File: config.mk
export PLATFORM = sky130hd
export DESIGN_NAME = unix_seconds_to_civil_date_core
export DESIGN_NICKNAME = d
export VERILOG_FILES = /design/src/rtl/ucd_pkg.sv /design/src/rtl/ucd_flow.sv /design/src/rtl/unix_seconds_to_civil_date_core.sv
export SDC_FILE = /design/constraint.sdc
export NUM_CORES = 2
export LEC_CHECK = 0
export BUFFER_PORTS_ARGS = -buffer_cell sky130_fd_sc_hd__buf_2
export CAP_MARGIN = 20
export CORE_MARGIN = 2
export CORE_UTILIZATION = 26
export CTS_CLUSTER_SIZE = 30
export DETAILED_ROUTE_END_ITERATION = 8
export HOLD_SLACK_MARGIN = 0.12
export PLACE_DENSITY = 0.39
export SLEW_MARGIN = 20
export SYNTH_ARGS = -nofsm -noshare
export SYNTH_HDL_FRONTEND = slang
export SYNTH_SLANG_ARGS = --single-unit
File: constraint.sdc
create_clock -name clock -period 6.9 [get_ports clock]
set_input_delay 0.345 -clock clock [delete_from_list [all_inputs] [get_ports clock]]
set_output_delay 0.345 -clock clock [all_outputs]
set_load 0.03 [all_outputs]
File: src/rtl/ucd_pkg.sv
// Shared constants and the pipeline payload type for the epoch-seconds to
// civil date converter. No dependencies.
package ucd_pkg;

   // pipeline depth: one register per stage, the last one is the output register
   localparam int NUM_STAGES = 10;

   // last moment that still has a four-digit year: 9999-12-31 23:59:59
   localparam logic [37:0] LAST_SECOND = 38'd253402300799;

   // calendar constants
   localparam logic [31:0] DAY_DIVISOR  = 32'd675;       // 86400 = 675 * 128
   localparam logic [21:0] EPOCH_SHIFT  = 22'd719468;    // 0000-03-01 to 1970-01-01
   localparam logic [21:0] DAYS_PER_ERA = 22'd146097;
   localparam logic [16:0] SECS_PER_MIN = 17'd60;
   localparam logic [10:0] MINS_PER_HR  = 11'd60;
   localparam logic [17:0] DAYS_PER_YR  = 18'd365;
   localparam logic [13:0] YEARS_PER_ERA = 14'd400;

   // reciprocals for exact quotient by multiply and shift: ceil(2^S / d)
   localparam logic [31:0] DAY_RECIP    = 32'(((64'd1 << 41) + 64'd674) / 64'd675);
   localparam logic [22:0] ERA_RECIP    = 23'(((64'd1 << 40) + 64'd146096) / 64'd146097);
   localparam logic [17:0] SOD60_RECIP  = 18'(((64'd1 << 23) + 64'd59) / 64'd60);
   localparam logic [11:0] MT60_RECIP   = 12'(((64'd1 << 17) + 64'd59) / 64'd60);
   localparam logic [18:0] R1460_RECIP  = 19'(((64'd1 << 29) + 64'd1459) / 64'd1460);
   localparam logic [18:0] R36524_RECIP = 19'(((64'd1 << 34) + 64'd36523) / 64'd36524);
   localparam logic [18:0] R146096_RECIP = 19'(((64'd1 << 36) + 64'd146095) / 64'd146096);
   localparam logic [18:0] R365_RECIP   = 19'(((64'd1 << 27) + 64'd364) / 64'd365);
   localparam logic [9:0]  R100_RECIP   = 10'(((64'd1 << 16) + 64'd99) / 64'd100);
   localparam logic [11:0] R153_RECIP   = 12'(((64'd1 << 19) + 64'd152) / 64'd153);
   localparam logic [11:0] R5_RECIP     = 12'(((64'd1 << 14) + 64'd4) / 64'd5);

   // saturated result past the last moment
   localparam logic [13:0] SAT_YEAR   = 14'd9999;
   localparam logic [3:0]  SAT_MONTH  = 4'd12;
   localparam logic [4:0]  SAT_DAY    = 5'd31;
   localparam logic [4:0]  SAT_HOUR   = 5'd23;
   localparam logic [5:0]  SAT_MINUTE = 6'd59;
   localparam logic [5:0]  SAT_SECOND = 6'd59;

   // payload carried down the pipeline; each stage fills in a few fields
   typedef struct packed {
      logic [30:0] t_hi;      // seconds >> 7
      logic [6:0]  t_lo;      // seconds & 127
      logic        oor;       // past the last moment
      logic [21:0] qday;      // days since epoch
      logic [21:0] z;         // days since 0000-03-01
      logic [16:0] sod;       // second of day
      logic [4:0]  era;       // 400-year era
      logic [10:0] mt;        // minute of day
      logic [17:0] doe;       // day of era
      logic [5:0]  sec;
      logic [4:0]  hr;
      logic [5:0]  mnt;
      logic [6:0]  d1460;
      logic [2:0]  d36524;
      logic        d146096;
      logic [17:0] n;         // leap-corrected day of era
      logic [8:0]  yoe;       // year of era
      logic [8:0]  doy;       // day of year from March 1
      logic [3:0]  mp;        // month index from March
      logic [13:0] year;
      logic [3:0]  month;
      logic [4:0]  dom;
   } cvt_type;

endpackage

File: src/rtl/ucd_flow.sv
// Valid bits and stage enables for the converter pipeline.
// Depends on ucd_pkg (pipeline depth).
module ucd_flow import ucd_pkg::*; (
   input  logic                  clock,
   input  logic                  reset,
   input  logic                  in_valid,
   input  logic                  out_ready,
   output logic                  in_ready,
   output logic [NUM_STAGES-1:0] stage_en,
   output logic                  out_valid
);

   logic [NUM_STAGES-1:0] valid_ff;
   logic [NUM_STAGES-1:0] valid_in;

   // a stage loads when it is empty or its content moves on; bubbles collapse
   always_comb begin
      stage_en[NUM_STAGES-1] = !valid_ff[NUM_STAGES-1] || out_ready;
      for (int k = NUM_STAGES - 2; k >= 0; k--) begin
         stage_en[k] = !valid_ff[k] || stage_en[k+1];
      end
      valid_in[0] = stage_en[0] ? in_valid : valid_ff[0];
      for (int k = 1; k < NUM_STAGES; k++) begin
         valid_in[k] = stage_en[k] ? valid_ff[k-1] : valid_ff[k];
      end
   end

   always_ff @(posedge clock) begin
      if (reset) begin
         valid_ff <= '0;
      end else begin
         valid_ff <= valid_in;
      end
   end

   assign in_ready  = stage_en[0];
   assign out_valid = valid_ff[NUM_STAGES-1];

endmodule

File: src/rtl/unix_seconds_to_civil_date_core.sv
// Epoch seconds to Gregorian date and time, ten-stage pipeline.
// The result passes through the stage registers st_ff[0] to st_ff[9] and may wait there for
// rsp_tready; throughput one item per cycle while the output is not stalled.
// Each stage holds at most four small constant multiplies; divisions by constants
// are exact multiply-and-shift. Empty stages fill while the output waits.
// Reset (synchronous, active high) clears all valid bits; payload is not reset.
module unix_seconds_to_civil_date_core import ucd_pkg::*; (
   input  logic        clock,
   input  logic        reset,
   input  logic        req_tvalid,
   output logic        req_tready,
   input  logic [39:0] req_tdata,   // [37:0] epoch_seconds, [39:38] zero
   output logic        rsp_tvalid,
   input  logic        rsp_tready,
   output logic [39:0] rsp_tdata,   // [13:0] year, [17:14] month, [22:18] day,
                                    // [27:23] hour, [33:28] minute, [39:34] second
   output logic        rsp_tuser    // [0] out_of_range
);

   logic [NUM_STAGES-1:0] stage_en;
   cvt_type               st_ff [NUM_STAGES];
   cvt_type               st_in [NUM_STAGES];

   ucd_flow u_flow (
      .clock     (clock),
      .reset     (reset),
      .in_valid  (req_tvalid),
      .out_ready (rsp_tready),
      .in_ready  (req_tready),
      .stage_en  (stage_en),
      .out_valid (rsp_tvalid)
   );

   // stage logic, one section per register stage
   always_comb begin
      logic [62:0] day_prod;
      logic [31:0] day_back;
      logic [44:0] era_prod;
      logic [34:0] mt_prod;
      logic [22:0] hr_prod;
      logic [36:0] p1460;
      logic [36:0] p36524;
      logic [36:0] p146096;
      logic [36:0] p365;
      logic [18:0] p100;
      logic [17:0] yoe_days;
      logic [10:0] mp_num;
      logic [22:0] p153;
      logic [10:0] dm_num;
      logic [22:0] p5;
      logic [8:0]  dm_off;
      logic [3:0]  mon;

      // days since epoch: seconds / 86400 as (seconds >> 7) / 675
      st_in[0]      = '0;
      st_in[0].t_hi = req_tdata[37:7];
      st_in[0].t_lo = req_tdata[6:0];
      st_in[0].oor  = req_tdata[37:0] > LAST_SECOND;
      day_prod      = 63'(req_tdata[37:7]) * 63'(DAY_RECIP);
      st_in[0].qday = day_prod[62:41];

      // second of day and day number from 0000-03-01
      st_in[1]     = st_ff[0];
      day_back     = 32'(st_ff[0].qday) * DAY_DIVISOR;
      st_in[1].sod = {10'(st_ff[0].t_hi - day_back[30:0]), st_ff[0].t_lo};
      st_in[1].z   = st_ff[0].qday + EPOCH_SHIFT;

      // era and minute of day
      st_in[2]     = st_ff[1];
      era_prod     = 45'(st_ff[1].z) * 45'(ERA_RECIP);
      st_in[2].era = era_prod[44:40];
      mt_prod      = 35'(st_ff[1].sod) * 35'(SOD60_RECIP);
      st_in[2].mt  = mt_prod[33:23];

      // day of era, second, hour
      st_in[3]     = st_ff[2];
      st_in[3].doe = 18'(st_ff[2].z - 22'(st_ff[2].era) * DAYS_PER_ERA);
      st_in[3].sec = 6'(st_ff[2].sod - 17'(st_ff[2].mt) * SECS_PER_MIN);
      hr_prod      = 23'(st_ff[2].mt) * 23'(MT60_RECIP);
      st_in[3].hr  = hr_prod[21:17];

      // leap corrections within the era, minute
      st_in[4]         = st_ff[3];
      p1460            = 37'(st_ff[3].doe) * 37'(R1460_RECIP);
      p36524           = 37'(st_ff[3].doe) * 37'(R36524_RECIP);
      p146096          = 37'(st_ff[3].doe) * 37'(R146096_RECIP);
      st_in[4].d1460   = p1460[35:29];
      st_in[4].d36524  = p36524[36:34];
      st_in[4].d146096 = p146096[36];
      st_in[4].mnt     = 6'(st_ff[3].mt - 11'(st_ff[3].hr) * MINS_PER_HR);

      // corrected day count
      st_in[5]   = st_ff[4];
      st_in[5].n = st_ff[4].doe - 18'(st_ff[4].d1460) + 18'(st_ff[4].d36524)
                 - 18'(st_ff[4].d146096);

      // year of era
      st_in[6]     = st_ff[5];
      p365         = 37'(st_ff[5].n) * 37'(R365_RECIP);
      st_in[6].yoe = p365[35:27];

      // day of year, counted from March 1
      st_in[7]     = st_ff[6];
      p100         = 19'(st_ff[6].yoe) * 19'(R100_RECIP);
      yoe_days     = 18'(st_ff[6].yoe) * DAYS_PER_YR + 18'(st_ff[6].yoe[8:2])
                   - 18'(p100[17:16]);
      st_in[7].doy = 9'(st_ff[6].doe - yoe_days);

      // month index from March
      st_in[8]    = st_ff[7];
      mp_num      = 11'(st_ff[7].doy) * 11'd5 + 11'd2;
      p153        = 23'(mp_num) * 23'(R153_RECIP);
      st_in[8].mp = p153[22:19];

      // day of month, calendar month, year; saturate past the last moment
      st_in[9] = st_ff[8];
      dm_num   = 11'(st_ff[8].mp) * 11'd153 + 11'd2;
      p5       = 23'(dm_num) * 23'(R5_RECIP);
      dm_off   = p5[22:14];
      // March..December map to 3..12, January and February to 1..2
      mon      = (st_ff[8].mp < 4'd10) ? st_ff[8].mp + 4'd3 : st_ff[8].mp - 4'd9;
      if (st_ff[8].oor) begin
         st_in[9].year  = SAT_YEAR;
         st_in[9].month = SAT_MONTH;
         st_in[9].dom   = SAT_DAY;
         st_in[9].hr    = SAT_HOUR;
         st_in[9].mnt   = SAT_MINUTE;
         st_in[9].sec   = SAT_SECOND;
      end else begin
         st_in[9].dom   = 5'(st_ff[8].doy - dm_off + 9'd1);
         st_in[9].month = mon;
         st_in[9].year  = 14'(st_ff[8].yoe) + 14'(st_ff[8].era) * YEARS_PER_ERA
                        + ((mon <= 4'd2) ? 14'd1 : 14'd0);
      end
   end

   // stage registers, loaded under the flow control enables
   always_ff @(posedge clock) begin
      for (int k = 0; k < NUM_STAGES; k++) begin
         if (stage_en[k]) begin
            st_ff[k] <= st_in[k];
         end
      end
   end

   // result transfer
   assign rsp_tdata = {st_ff[NUM_STAGES-1].sec, st_ff[NUM_STAGES-1].mnt,
                       st_ff[NUM_STAGES-1].hr, st_ff[NUM_STAGES-1].dom,
                       st_ff[NUM_STAGES-1].month, st_ff[NUM_STAGES-1].year};
   assign rsp_tuser = st_ff[NUM_STAGES-1].oor;

endmodule
After elaboration in Yosys (flattened, before gate mapping). Memories as Yosys holds them, arrays and structs flattened. Cells that the tools add are included.

$add $sub $neg: 19. $mul: 18. $lt $le $gt $ge: 3. Mux-type cells: 24. Reduce and logical (&&, ||, !) cells: 20.

Operators by type and width (number): multiplier 18 x 16 -> 33 bit (second input constant) (2); multiplier 31 x 32 -> 63 bit (second input constant) (1); multiplier 22 x 22 -> 44 bit (second input constant) (1); greater-than comparator 38 bit (second input constant) (1); multiplier 18 x 19 -> 37 bit (second input constant) (1); multiplier 17 x 18 -> 34 bit (second input constant) (1); multiplier 11 x 12 -> 23 bit (second input constant) (1); 2-to-1 mux 23 bit (1); adder 11 x 2 -> 11 bit (second input constant) (2); adder 22 x 20 -> 22 bit (second input constant) (1); multiplier 11 x 12 -> 22 bit (second input constant) (1); multiplier 22 x 10 -> 10 bit (second input constant) (1); 2-to-1 mux 1 bit (21); multiplier 11 x 12 -> 19 bit (second input constant) (1); adder 18 x 3 -> 18 bit (1); multiplier 5 x 18 -> 18 bit (second input constant) (1); subtractor 18 x 1 -> 18 bit (1); subtractor 18 bit (1); subtractor 18 x 7 -> 18 bit (1); 2-to-1 mux 17 bit (1); adder 14 x 1 -> 14 bit (1); adder 9 x 14 -> 14 bit (1); multiplier 9 x 6 -> 14 bit (second input constant) (1); subtractor 6 bit (2); other kinds (19) (37).

Flip-flop bits (word level): 10. Bits in writable memories: 2250. Bits of input ports: 44. Memories kept: 1.

Memory list: st_ff (depth 10, width 225, rd ports 10, clocked after Yosys merged registers in 0, wr ports 10, line unix_seconds_to_civil_date_core.sv:21) `cvt_type st_ff [NUM_STAGES];`.

Depth between registers and ports, before layout.
Depth in word-level cells: 13. Mapped depth: 34. Mapped depth without buffers: 34.

Modules after synthesis. A second synthesis with hierarchy kept.

Cells, all modules: 5585. Area, all modules: 64630.7 sq um.

By module, submodules not included: unix_seconds_to_civil_date_core (instances 1, cells an instance 5533, area each 64170.3 sq um); ucd_flow (instances 1, cells an instance 52, area each 460.4 sq um).

Worst setup path before layout. No wires, ideal clock.

Kind: reg2reg. From: memory st_ff[8][24] (netlist name). To: memory st_ff[9][4] (netlist name), data pin. Library setup time: 256 ps. Data arrival time: 6919 ps. Data required time: 6644 ps. Setup slack: -275 ps. Stages on the path, launching flop included: 31. Path buffers: 0. Cells stage by stage: edfxtp_1 -> inv_1 -> ha_1 -> ha_1 -> nand3_1 -> a21oi_1 -> nor2_1 -> nor2b_1 -> o211ai_1 -> nand2b_1 -> a21oi_1 -> xnor2_1 -> inv_1 -> ha_1 -> fa_1 -> fa_1 -> fa_1 -> fa_1 -> inv_1 -> ha_1 -> a21oi_1 -> o211ai_1 -> a31o_2 -> xnor2_1 -> ha_1 -> ha_1 -> a21o_1 -> a21oi_1 -> xnor2_1 -> xnor2_1 -> nand2b_1.

RTL lines (line): start: declaration (unix_seconds_to_civil_date_core.sv:21).

==> summary.md <==
| Metric | Value |
|---|---|
| R2R cell count | `29` |
| Clock sinks | `437` |
| Drt initial violations | `1222` |
| Worst skew pair latency | `0.65 ns` |
| Final Max Slew Viols | `0` |
| Cts bufs inserted | `53` |
| Drt drc | `0` |
| Share of layout cells above drive strength 1 | `0.0952` |
| Routability cong. | `0.846` |
| Congestion Overflow GR | `0` |
| Die area | `0.253 mm²` |
| Port Buffers | `84` |
| GR peak layer | `met2` |
| Area contributors post-synth | `ha_1, fa_1, edfxtp_1` |
| CTS tree | `done` |
| Most frequent cells in the layout | `inv_1, ha_1, fa_1, edfxtp_1, buf_4` |
| Top FF cell, synth | `edfxtp_1` |
| Worst-margin pin slew | `1.01 ns` |
| Worst-path clk slew | `0.07 ns` |
| Hold Crit Start | `req_tvalid` |
| Async SR Flop Fraction | `0` |
| Drt total wl | `162 mm` |
| Synth Register Bits | `437` |
| # rows | `183` |
| Syn_area_per_cell | `11.5 µm²` |
| RSZ-0062 raised after global routing | `true` |
| Grt met1 use | `0.180` |
| Largest net degree at the start of global routing | `51` |
| Top cell type's share of synthesized area | `0.302` |
| Core area | `0.248 mm²` |
| Commonest non-fill, non-tap cell in the layout | `inv_1` |
| Die W | `502 µm` |
| Drt wl/cell | `17.1 µm` |
| CP Launch Type | `register` |
| Vias in the first global route | `43100` |
| Crit-path most repeated cell | `ha_1` |
| Synth Cell Area | `0.0646 mm²` |
| Inst Count DP | `9313` |
| Fin crit share | `0.978` |
| Fill cells | `25700` |
| Register area share after synthesis | `0.202` |
| CTS Buffer Depth | `3` |
| Synth-to-layout area growth | `14.2%` |
| Relative slew margins | `0.321` |
| Number of H-tree levels | `2` |
| Detail Route Antenna Nets | `0` |
| Met3 Use GR | `0.0139` |
| Max Cap Viol | `0` |
| Fmax | `148 MHz` |
| CP Class | `reg -> reg` |
| CP max stage cell | `fa_1` |
| Via count | `38500` |
| Maximum fanout along the worst path | `4` |
| Clock skew | `0.0396 ns` |
| WHS Path Cells | `3` |
| Final HPWL DP | `143 mm` |
| Clk Tree Root Cell | `clkbuf_16` |
| Post-Synthesis Cells | `5608` |
| Io pins | `87` |
| Final Hold Viols | `0` |
| Worst R2R Setup Slack | `0.15 ns` |
| CP max stage delay | `0.55 ns` |
| Global routing usage on met2 | `0.225` |
| Pre-antenna DRT Iters | `5` |
| Initial Utilization | `0.261` |
| Worst R2R Start | `st_ff[8][24]` |
| Vias per inst | `4.08` |
| Fin nets | `8632` |
| Arrival time at the worst endpoint | `7.15 ns` |
| Crit path launch | `st_ff[8][24]` |
| Initial antenna violation count | `6` |
| Hold slack | `0.174 ns` |
| Finished Layout Cells | `9445` |
| Min-Delay Path Class | `in -> reg` |
| CP Capture Type | `register` |
| Die height | `502 µm` |
| # setup viols final | `0` |
| Syn_nets | `8170` |
| Minimum clock period | `6.75 ns` |
| Area leader, netlist | `ha_1` |
| Ys Warns | `0` |
| Post-synth cell types | `64` |
| First-pass GRT wire length | `255 mm` |
| EDFF count, synth | `427` |
| GRT Overall Usage | `0.132` |
| Status | `finished clean` |
| CP required | `7.30 ns` |
cells by family (layout without fill, tap and decap cells):
group	Yosys count	after routing	synth area share
simple gates	401	401	0.0314
flops	437	437	0.202
other cells	0	2	0
compound gates	451	451	0.0450
buf+inv	1565	2070	0.0909
fa+ha+maj	2518	2518	0.599
xor+xnor	235	235	0.0319
mux	1	1	0.000174
area by class of cell:
type | instances | area (µm²) | share of cell area
inverter | 1559 | 5850 | 0.0793
antenna | 2 | 5.00 | 0.0000678
clock buffer | 62 | 1360 | 0.0184
sequential | 437 | 13000 | 0.177
multi-input combinational | 3606 | 46000 | 0.624
clock inverter | 36 | 384 | 0.00521
tap | 3330 | 4170 | 0.0565
timing repair buffer | 413 | 2950 | 0.0400
worst max-delay path, delay by kind of cell, from the launching register on:
family	cells	cell delay (ns)
flip-flops	1	0.44
adder cells (fa/ha/maj)	10	3.55
AND/OR/NAND/NOR	3	0.33
XOR/XNOR	4	0.63
AO/OA/AOI/OAI	8	1.10
buffers and inverters	4	0.43
timing repair:
action / in CTS / in global routing
hold buffers: 8 / 0
setup buffers: 2 / 21
endpoints found under the hold margin: 17 / 0
pin swaps: 11 / 44
gates resized for setup: 9 / 43
setup endpoints to repair: 7 / 16
cells in the mapped netlist (19+ instances only):
master	count
a31oi_1	19
inv_1	1559
o21a_1	26
nand3_1	30
a21oi_1	154
o21ai_0	82
edfxtp_1	427
xor2_1	60
ha_1	1558
nor2_1	108
xnor2_1	175
o21bai_1	24
and3_1	23
nand4_1	27
nand2_1	66
nor2b_1	38
nor3_1	29
or2_2	25
a21o_1	63
fa_1	960
nand2b_1	27
through the flow:
step / area [µm²] / TNS (ns) / setup slack, ns / util
finish: 73800 / 0 / 0.149 / 0.298
global route: 73800 / -0.433 / -0.245 / 0.297
CTS: 73300 / -0.0659 / -0.0659 / 0.296
detailed placement: 71500 / -2.40 / -0.309 / 0.288
global placement: 71500 / -1.95 / -0.234 / 0.288
floorplan: 64600 / 0 / 0.00881 / -
registers in the layout (all words and copies together) (netlist names):
| signal | cells |
|---|---|
| u_flow.valid_ff | 10 |
| st_ff | 427 |
path summary, 6_finish.rpt:
kind                        endpoint
setup / recovery         st_ff[9][4]
hold / removal    u_flow.valid_ff[0]
setup reg to reg         st_ff[9][4]
hold reg to reg        st_ff[5][188]
metal layers:
| layer | vias to the layer above | part of all wire | wire (µm) |
|---|---|---|---|
| li1 | 19000 | - | - |
| met1 | 19000 | 0.47 | 76600 |
| met2 | 373 | 0.48 | 77200 |
| met3 | 155 | 0.025 | 4110 |
| met4 | 0 | 0.024 | 3830 |
| met5 | - | 0 | 0 |
Power is not shown: default switching activity piles up to over one toggle a cycle in this logic, so the estimate is an artifact.
